===== config.mk =====
export PLATFORM = sky130hd
export DESIGN_NAME = path_canonicalizer
export DESIGN_NICKNAME = d
export VERILOG_FILES = /design/src/rtl/pc_pkg.sv /design/src/rtl/pc_parser.sv /design/src/rtl/pc_out_queue.sv /design/src/rtl/path_canonicalizer.sv
export SDC_FILE = /design/constraint.sdc
export NUM_CORES = 1
export LEC_CHECK = 0
export BUFFER_PORTS_ARGS = -buffer_cell sky130_fd_sc_hd__buf_2
export CAP_MARGIN = 20
export CORE_MARGIN = 2
export CORE_UTILIZATION = 64
export DETAILED_ROUTE_END_ITERATION = 6
export PLACE_DENSITY = 0.93
export SETUP_SLACK_MARGIN = 0.5
export SLEW_MARGIN = 20
export SYNTH_ARGS = -nofsm -noshare
export SYNTH_HDL_FRONTEND = slang
export SYNTH_SLANG_ARGS = --single-unit

===== constraint.sdc =====
create_clock -name clk_i -period 11.47 [get_ports clk_i]
set_input_delay 0.5735 -clock clk_i [delete_from_list [all_inputs] [get_ports clk_i]]
set_output_delay 0.5735 -clock clk_i [all_outputs]
set_load 0.03 [all_outputs]

===== src/rtl/pc_pkg.sv =====
// Shared types and constants for the path canonicalizer.
package pc_pkg;

  localparam int COUNT_WIDTH_DEF = 13;
  localparam int LIMIT_W         = 13;
  localparam logic [LIMIT_W-1:0] LIMIT_RESET = 13'd1024;

  localparam int STATUS_W    = 2;
  localparam int MAX_RES     = 4;
  localparam int RES_CNT_W   = $clog2(MAX_RES + 1);
  localparam int QUEUE_DEPTH = 8;

  typedef struct packed {
    logic [STATUS_W-1:0] status;
    logic                path_done;
    logic                byte_valid;
    logic [7:0]          out_byte;
  } result_t;

  typedef struct packed {
    logic [RES_CNT_W-1:0]       cnt;
    result_t [MAX_RES-1:0]      res;
  } push_t;

endpackage


===== src/rtl/pc_parser.sv =====
// Input register, parse state and the per-byte canonicalization step.
module pc_parser #(
  parameter int COUNT_WIDTH = pc_pkg::COUNT_WIDTH_DEF
) (
  input  logic                       clk_i,
  input  logic                       rst_ni,
  input  logic                       in_valid_i,
  output logic                       in_ready_o,
  input  logic [7:0]                 in_byte_i,
  input  logic [pc_pkg::LIMIT_W-1:0] limit_i,
  input  logic                       room_i,
  output pc_pkg::push_t              push_o
);
  import pc_pkg::*;

  localparam logic [2:0] MODE_SEP  = 3'd0;
  localparam logic [2:0] MODE_DOT1 = 3'd1;
  localparam logic [2:0] MODE_DOT2 = 3'd2;
  localparam logic [2:0] MODE_SEG  = 3'd3;
  localparam logic [2:0] MODE_SKIP = 3'd4;

  localparam logic [STATUS_W-1:0] ERR_NONE   = 2'd0;
  localparam logic [STATUS_W-1:0] ERR_PARENT = 2'd1;
  localparam logic [STATUS_W-1:0] ERR_LONG   = 2'd2;

  localparam logic [7:0] CHAR_SLASH = 8'h2f;
  localparam logic [7:0] CHAR_DOT   = 8'h2e;
  localparam logic [7:0] CHAR_NUL   = 8'h00;

  localparam int EXT_W = ((COUNT_WIDTH > LIMIT_W) ? COUNT_WIDTH : LIMIT_W) + 3;
  localparam logic [EXT_W-1:0] CNT_MAX = (EXT_W'(1) << COUNT_WIDTH) - EXT_W'(1);

  logic                   vld_q, vld_d;
  logic [7:0]             byte_q;
  logic [2:0]             mode_q, mode_d;
  logic [STATUS_W-1:0]    err_q, err_d;
  logic [COUNT_WIDTH-1:0] cnt_q, cnt_d;
  logic                   consume;

  logic [2:0]             mode;
  logic                   is_end;
  logic                   parent_fail;
  logic                   opening;
  logic [1:0]             dots;
  logic [RES_CNT_W-1:0]   req_n;
  logic [RES_CNT_W-1:0]   fit_n;
  logic [RES_CNT_W-1:0]   emit_n;
  logic                   short_fit;
  logic [MAX_RES-1:0][7:0] seq;
  logic [MAX_RES-1:0]     fits;
  logic [STATUS_W-1:0]    err_fin;
  logic [EXT_W-1:0]       cnt_ext;
  logic [EXT_W-1:0]       lim_ext;
  pc_pkg::push_t          push;

  assign consume    = vld_q && room_i;
  assign in_ready_o = !vld_q || consume;

  always_comb begin
    vld_d = vld_q;
    if (in_valid_i && in_ready_o) begin
      vld_d = 1'b1;
    end else if (consume) begin
      vld_d = 1'b0;
    end
  end

  always_ff @(posedge clk_i or negedge rst_ni) begin
    if (!rst_ni) begin
      vld_q <= 1'b0;
    end else begin
      vld_q <= vld_d;
    end
  end

  always_ff @(posedge clk_i) begin
    if (in_valid_i && in_ready_o) begin
      byte_q <= in_byte_i;
    end
  end

  // Room check for each emission slot; the slots are monotonic, so the
  // number that fit is just the count of passing slots.
  assign cnt_ext = EXT_W'(cnt_q);
  assign lim_ext = EXT_W'(limit_i);

  always_comb begin
    for (int k = 0; k < MAX_RES; k++) begin
      fits[k] = (cnt_ext + EXT_W'(k) < CNT_MAX) &&
                (cnt_ext + EXT_W'(k) + EXT_W'(2) <= lim_ext);
    end
    fit_n = RES_CNT_W'($countones(fits));
  end

  always_comb begin
    mode        = (mode_q > MODE_SKIP) ? MODE_SKIP : mode_q;
    is_end      = (byte_q == CHAR_NUL);
    parent_fail = 1'b0;
    opening     = 1'b0;
    dots        = 2'd0;
    req_n       = '0;
    mode_d      = mode;
    for (int i = 0; i < MAX_RES; i++) begin
      seq[i] = CHAR_SLASH;
    end

    if (is_end) begin
      if (mode == MODE_DOT2) begin
        parent_fail = 1'b1;
      end else if (mode != MODE_SKIP && cnt_q == '0) begin
        req_n = RES_CNT_W'(1);
      end
    end else begin
      unique case (mode)
        MODE_SEP: begin
          if (byte_q == CHAR_DOT) begin
            mode_d = MODE_DOT1;
          end else if (byte_q != CHAR_SLASH) begin
            opening = 1'b1;
          end
        end
        MODE_DOT1: begin
          if (byte_q == CHAR_SLASH) begin
            mode_d = MODE_SEP;
          end else if (byte_q == CHAR_DOT) begin
            mode_d = MODE_DOT2;
          end else begin
            opening = 1'b1;
            dots    = 2'd1;
          end
        end
        MODE_DOT2: begin
          if (byte_q == CHAR_SLASH) begin
            parent_fail = 1'b1;
          end else begin
            opening = 1'b1;
            dots    = 2'd2;
          end
        end
        MODE_SEG: begin
          if (byte_q == CHAR_SLASH) begin
            mode_d = MODE_SEP;
          end else begin
            req_n  = RES_CNT_W'(1);
            seq[0] = byte_q;
          end
        end
        default: begin
        end
      endcase
    end

    // A new segment goes out as the slash, any held-back dots, then the byte.
    if (opening) begin
      req_n  = RES_CNT_W'(dots) + RES_CNT_W'(2);
      seq[0] = CHAR_SLASH;
      seq[1] = (dots >= 2'd1) ? CHAR_DOT : byte_q;
      seq[2] = (dots >= 2'd2) ? CHAR_DOT : byte_q;
      seq[3] = byte_q;
      mode_d = MODE_SEG;
    end

    short_fit = (req_n > fit_n);
    emit_n    = short_fit ? fit_n : req_n;

    if (err_q != ERR_NONE) begin
      err_fin = err_q;
    end else if (parent_fail) begin
      err_fin = ERR_PARENT;
    end else if (short_fit) begin
      err_fin = ERR_LONG;
    end else begin
      err_fin = ERR_NONE;
    end

    err_d = err_q;
    cnt_d = cnt_q + COUNT_WIDTH'(emit_n);
    if (is_end) begin
      mode_d = MODE_SEP;
      err_d  = ERR_NONE;
      cnt_d  = '0;
    end else if (parent_fail || short_fit) begin
      mode_d = MODE_SKIP;
      err_d  = err_fin;
    end

    for (int i = 0; i < MAX_RES; i++) begin
      push.res[i] = '0;
      if (RES_CNT_W'(i) < emit_n) begin
        push.res[i].out_byte   = seq[i];
        push.res[i].byte_valid = 1'b1;
      end else if (is_end && RES_CNT_W'(i) == emit_n) begin
        push.res[i].path_done = 1'b1;
        push.res[i].status    = err_fin;
      end
    end
    push.cnt = consume ? (emit_n + RES_CNT_W'(is_end)) : '0;
  end

  assign push_o = push;

  always_ff @(posedge clk_i or negedge rst_ni) begin
    if (!rst_ni) begin
      mode_q <= MODE_SEP;
      err_q  <= ERR_NONE;
      cnt_q  <= '0;
    end else if (consume) begin
      mode_q <= mode_d;
      err_q  <= err_d;
      cnt_q  <= cnt_d;
    end
  end

`ifndef SYNTHESIS
  // Once an error is latched, the rest of the path must be skipped.
  a_err_skips: assert property (@(posedge clk_i) disable iff (!rst_ni)
    (err_q != ERR_NONE) |-> (mode_q == MODE_SKIP))
    else $error("error latched while not skipping");

  a_push_bound: assert property (@(posedge clk_i) disable iff (!rst_ni)
    push_o.cnt <= RES_CNT_W'(MAX_RES))
    else $error("too many results for one byte");

  a_end_clears: assert property (@(posedge clk_i) disable iff (!rst_ni)
    (consume && byte_q == CHAR_NUL) |=> (mode_q == MODE_SEP && cnt_q == '0))
    else $error("path state not cleared after end of path");
`endif

endmodule


===== src/rtl/pc_out_queue.sv =====
// Result queue: takes up to four results a cycle, delivers one a cycle while out_ready_i is high.
module pc_out_queue (
  input  logic                 clk_i,
  input  logic                 rst_ni,
  input  pc_pkg::push_t        push_i,
  output logic                 room_o,
  output logic                 out_valid_o,
  input  logic                 out_ready_i,
  output pc_pkg::result_t      out_res_o
);
  import pc_pkg::*;

  localparam int PTR_W = $clog2(QUEUE_DEPTH);
  localparam int CNT_W = $clog2(QUEUE_DEPTH + 1);

  result_t              mem [QUEUE_DEPTH];
  logic [PTR_W-1:0]     wr_ptr_q, wr_ptr_d;
  logic [PTR_W-1:0]     rd_ptr_q, rd_ptr_d;
  logic [CNT_W-1:0]     count_q, count_d;
  logic                 pop;

  assign out_valid_o = (count_q != '0);
  assign pop         = out_valid_o && out_ready_i;
  assign room_o      = (count_q <= CNT_W'(QUEUE_DEPTH - MAX_RES));
  assign out_res_o   = mem[rd_ptr_q];

  assign wr_ptr_d = wr_ptr_q + PTR_W'(push_i.cnt);
  assign rd_ptr_d = rd_ptr_q + PTR_W'(pop);
  assign count_d  = count_q + CNT_W'(push_i.cnt) - CNT_W'(pop);

  always_ff @(posedge clk_i) begin
    for (int i = 0; i < MAX_RES; i++) begin
      if (RES_CNT_W'(i) < push_i.cnt) begin
        mem[wr_ptr_q + PTR_W'(i)] <= push_i.res[i];
      end
    end
  end

  always_ff @(posedge clk_i or negedge rst_ni) begin
    if (!rst_ni) begin
      wr_ptr_q <= '0;
      rd_ptr_q <= '0;
      count_q  <= '0;
    end else begin
      wr_ptr_q <= wr_ptr_d;
      rd_ptr_q <= rd_ptr_d;
      count_q  <= count_d;
    end
  end

`ifndef SYNTHESIS
  a_no_overflow: assert property (@(posedge clk_i) disable iff (!rst_ni)
    count_q <= CNT_W'(QUEUE_DEPTH))
    else $error("result queue overflow");

  a_push_needs_room: assert property (@(posedge clk_i) disable iff (!rst_ni)
    (push_i.cnt != '0) |-> (count_q <= CNT_W'(QUEUE_DEPTH - MAX_RES)))
    else $error("results pushed without room");

  a_ptr_gap: assert property (@(posedge clk_i) disable iff (!rst_ni)
    (wr_ptr_q - rd_ptr_q) == PTR_W'(count_q))
    else $error("queue pointers disagree with fill count");
`endif

endmodule


===== src/rtl/path_canonicalizer.sv =====
// Top level of the streaming path canonicalizer.
//
//  channel   dir  handshake              payload
//  s_axis    in   s_axis_tvalid/tready   tdata[7:0] path_byte
//  m_axis    out  m_axis_tvalid/tready   tdata out_byte,status; tuser byte_valid;
//                                        tlast path_done
//  cfg       in   cfg_valid_i/ready_o    cfg_data_i length_limit
//
// A path byte is registered on acceptance and processed once the queue has room,
// which pushes zero to four results into an eight-entry result queue.
// The queue delivers one result per cycle while m_axis is ready, so the sustained
// rate is one result per cycle; input bytes that cause one result or none flow at one
// per cycle. A byte is held in the input register while the queue has fewer
// than four free entries, and a stalled m_axis side backs up to s_axis that way.
// Reset empties the queue, clears the parse state and sets length_limit to 1024.
module path_canonicalizer #(
  parameter int COUNT_WIDTH = pc_pkg::COUNT_WIDTH_DEF
) (
  input  logic                       clk_i,
  input  logic                       rst_ni,
  input  logic                       s_axis_tvalid,
  output logic                       s_axis_tready,
  input  logic [7:0]                 s_axis_tdata,   // [7:0] path_byte
  output logic                       m_axis_tvalid,
  input  logic                       m_axis_tready,
  output logic [15:0]                m_axis_tdata,   // [7:0] out_byte, [9:8] status
  output logic                       m_axis_tuser,   // [0] byte_valid
  output logic                       m_axis_tlast,
  input  logic                       cfg_valid_i,
  output logic                       cfg_ready_o,
  input  logic [pc_pkg::LIMIT_W-1:0] cfg_data_i
);
  import pc_pkg::*;

  logic [LIMIT_W-1:0] limit_q;
  logic               room;
  push_t              push;
  result_t            res;

  assign cfg_ready_o = 1'b1;

  always_ff @(posedge clk_i or negedge rst_ni) begin
    if (!rst_ni) begin
      limit_q <= LIMIT_RESET;
    end else if (cfg_valid_i && cfg_ready_o) begin
      limit_q <= cfg_data_i;
    end
  end

  pc_parser #(
    .COUNT_WIDTH(COUNT_WIDTH)
  ) u_parser (
    .clk_i     (clk_i),
    .rst_ni    (rst_ni),
    .in_valid_i(s_axis_tvalid),
    .in_ready_o(s_axis_tready),
    .in_byte_i (s_axis_tdata),
    .limit_i   (limit_q),
    .room_i    (room),
    .push_o    (push)
  );

  pc_out_queue u_queue (
    .clk_i      (clk_i),
    .rst_ni     (rst_ni),
    .push_i     (push),
    .room_o     (room),
    .out_valid_o(m_axis_tvalid),
    .out_ready_i(m_axis_tready),
    .out_res_o  (res)
  );

  assign m_axis_tdata = {6'b0, res.status, res.out_byte};
  assign m_axis_tuser = res.byte_valid;
  assign m_axis_tlast = res.path_done;

endmodule


==> results.ini <==
[critical_path]
worst-path-max-fanout = 18
crit_path_start_kind = flip-flop
r2r_setup_slack_ns = 1.04
r2r_start = u_parser.cnt_q[1]
cp.buffers_inverters = 4
worst-r2r-cell-count = 36
slowest_delay_ns = 0.64
cpMostUsedCell = ha_1
cp.depth = 36
cp-end-kind = flip-flop
crit_type = reg2reg
arrival_ns = 10.63
crit_family = compound AO/OA/AOI/OAI gates
worst_path_max_delay_cell = dfrtp_1
required_ns = 11.67
timing.rr.end = u_queue.mem[0][2]

[synth]
synthCells = 1301
avgSynthCellArea_um2 = 9.24
ys.flop_type = edfxtp_1
ys.warnings.count = 0
synth_area_um2 = 12000
async_reset_ff_share_pct = 28.8
synth-seq-area-share_pct = 34.7
ys_types = 82
synth_edf_count = 104
synth_seq_cells = 146

[power]
peakVddDrop_mv = 0.201
leakagePower_nw = 5.18
power.total_mw = 4.07
power_density_nw_per_um2 = 316

[placement]
post-place-cells = 1499
dpl_worst_slack_ns = 1.43
routabilityCongestion = 1.08
io_buffers = 39
hpwl_um = 27500
placed_cell_area_um2 = 12200

[floorplanning]
core_um2 = 18600
io-pin-count = 47
die_x_um = 141
die_y_um = 141
start_util_pct = 64.7
rows = 50
die_area_um2 = 19900

[routing]
drc = 29
wl_um = 38900
first_pass_iters = 7
postRouteAntennaNets = 0
vias_per_cell = 7.27
wl_per_cell_um = 25.4
first_iter_violations = 2017
vias = 11100

[clock_tree]
clkLatencyLatePin_ns = 0.46
holdBufCountCts = 0
root_buffer = clkbuf_16
cts_made_buffers = 17
clk_pin_slew_ns = 0.07
cts.sinks = 146
cts_tree = yes
clock_path_buffers = 2
h-tree-depth = 4

[global_route]
grt_overflow = 0
first_global_vias = 10400
grt_first_pass_wirelength_um = 59900
antenna_found_initial = 0
grt_max_degree = 43
grt_use_total_pct = 39.5

[sta]
max_slew_margin_pct = 25.5
finalWorstSetupSlack_ns = 1.04
setup_viol = 0
slew_viol_final = 0
finalHoldViolCount = 0
setup_tns_ns = 0
fmax_ghz = 0.0959
fin_crit_ns = 10.43
rsz0062_at_grt = no
worst_slew_pin_slew_ns = 1.12
fin_crit_sh_pct = 90.9
skew_ns = 0.0160
hold_ws_ns = 0.132

[finish]
layout.cells.non_filler = 1531
final_util_pct = 69.3
antenna_cells = 0
fin_area_um2 = 12900
fillerInstances = 1378
drive_gt1_share_pct = 12.7
syn2layout_area_growth_pct = 7.20
nets = 1396

[worst_hold_path]
hold_class = in2async

[run]
maxCapViolCount = 0

[status]
violations = design-rule violations
outcome = finished with violations

[cells by family after synthesis]
| family | share of synthesized area [%] |
|---|---|
| flops | 34.7 |
| xor+xnor | 5.92 |
| compound gates | 18.4 |
| mux | 7.06 |
| simple gates | 19.2 |
| other cells | 0.0625 |
| buf+inv | 5.23 |
| fa+ha+maj | 9.37 |
[cell usage in the layout (no fill, tap or decap), types with 17 or more instances in the layout]
| cell type | instances |
|---|---|
| dfrtp_1 | 41 |
| a211oi_1 | 24 |
| nor2_1 | 189 |
| buf_2 | 38 |
| clkbuf_16 | 17 |
| mux4_2 | 24 |
| and3_1 | 17 |
| a21oi_1 | 61 |
| xor2_1 | 30 |
| ha_1 | 82 |
| nand3_1 | 31 |
| nor3_1 | 43 |
| edfxtp_1 | 104 |
| nand4_1 | 25 |
| nand2_1 | 78 |
| inv_1 | 49 |
| xnor2_1 | 45 |
| o21ai_0 | 53 |
| a221oi_1 | 38 |
[worst max path at each step]
stage	start	to	slack [ns]
global route	u_parser.cnt_q[1]	u_queue.mem[4][11]	0.51
CTS	u_parser.cnt_q[1]	u_queue.mem[4][11]	1.36
finish	u_parser.cnt_q[1]	u_queue.mem[0][2]	1.04
floorplan	u_parser.cnt_q[0]	u_queue.mem[5][0]	2.78
global placement	u_parser.cnt_q[1]	u_queue.mem[4][11]	1.58
detailed placement	u_parser.cnt_q[1]	u_queue.mem[4][11]	1.43
[Yosys cell counts, types with 14 or more instances]
library cell	number	area (um2)
dfrtp_1	41	1030
nor3_1	43	215
mux2_2	14	158
mux4_2	24	541
mux2i_1	15	150
o21ai_0	53	265
and3_1	17	106
nor2_1	190	713
xnor2_1	45	394
a221oi_1	38	333
nand2_1	78	293
clkbuf_1	50	188
o21ai_1	16	80.1
nand4_1	25	156
nand3_1	31	155
inv_1	49	184
a211oi_1	24	180
xor2_1	30	263
buf_2	20	100
a21oi_1	61	305
edfxtp_1	104	3120
ha_1	82	1030
nor4_1	17	106
a21o_1	15	113
[registers in the layout (all words and copies together), names as in the netlist]
name              flops
limit_q              13
u_queue.count_q       4
u_parser.cnt_q       13
u_parser.byte_q       8
u_queue.rd_ptr_q      3
u_parser.mode_q       3
u_parser.err_q        2
u_parser.vld_q        1
u_queue.mem          96
u_queue.wr_ptr_q      3
[report_power, final]
part | total (mW) | internal [mW] | leakage [nW] | switching (mW)
logic | 2.49 | 0.898 | 3.41 | 1.59
clock network | 0.599 | 0.331 | 0.300 | 0.268
registers | 0.980 | 0.812 | 1.47 | 0.169
total | 4.07 | 2.04 | 5.18 | 2.03
[layout make-up]
cell class              instances  area (um2)  share of cell area (%)
multi-input cells            1014        7300                    56.7
flip-flops and latches        146        4180                    32.4
clock buffers                  17         425                    3.30
repair buffers                 53         303                    2.35
well taps                     234         293                    2.27
inverters                      52         198                    1.53
clock inverters                15         186                    1.45
[timing repair]
| action | 4_1_cts | 5_1_grt |
|---|---|---|
| setup endpoints to repair | 0 | 4 |
| setup buffers | 0 | 0 |
| resized for setup | 0 | 1 |
[routing by layer]
metal | part of all wire [%] | vias to the layer above | routed length [um] | track usage (%)
li1 | - | 4814 | - | -
met1 | 38 | 5150 | 14700 | 52.7
met2 | 44 | 931 | 17000 | 61.5
met3 | 12 | 239 | 4860 | 9.54
met4 | 5.8 | 0 | 2270 | 17.6
met5 | 0 | - | 0 | 0
Note: power is estimated with default switching activity, not from simulation.
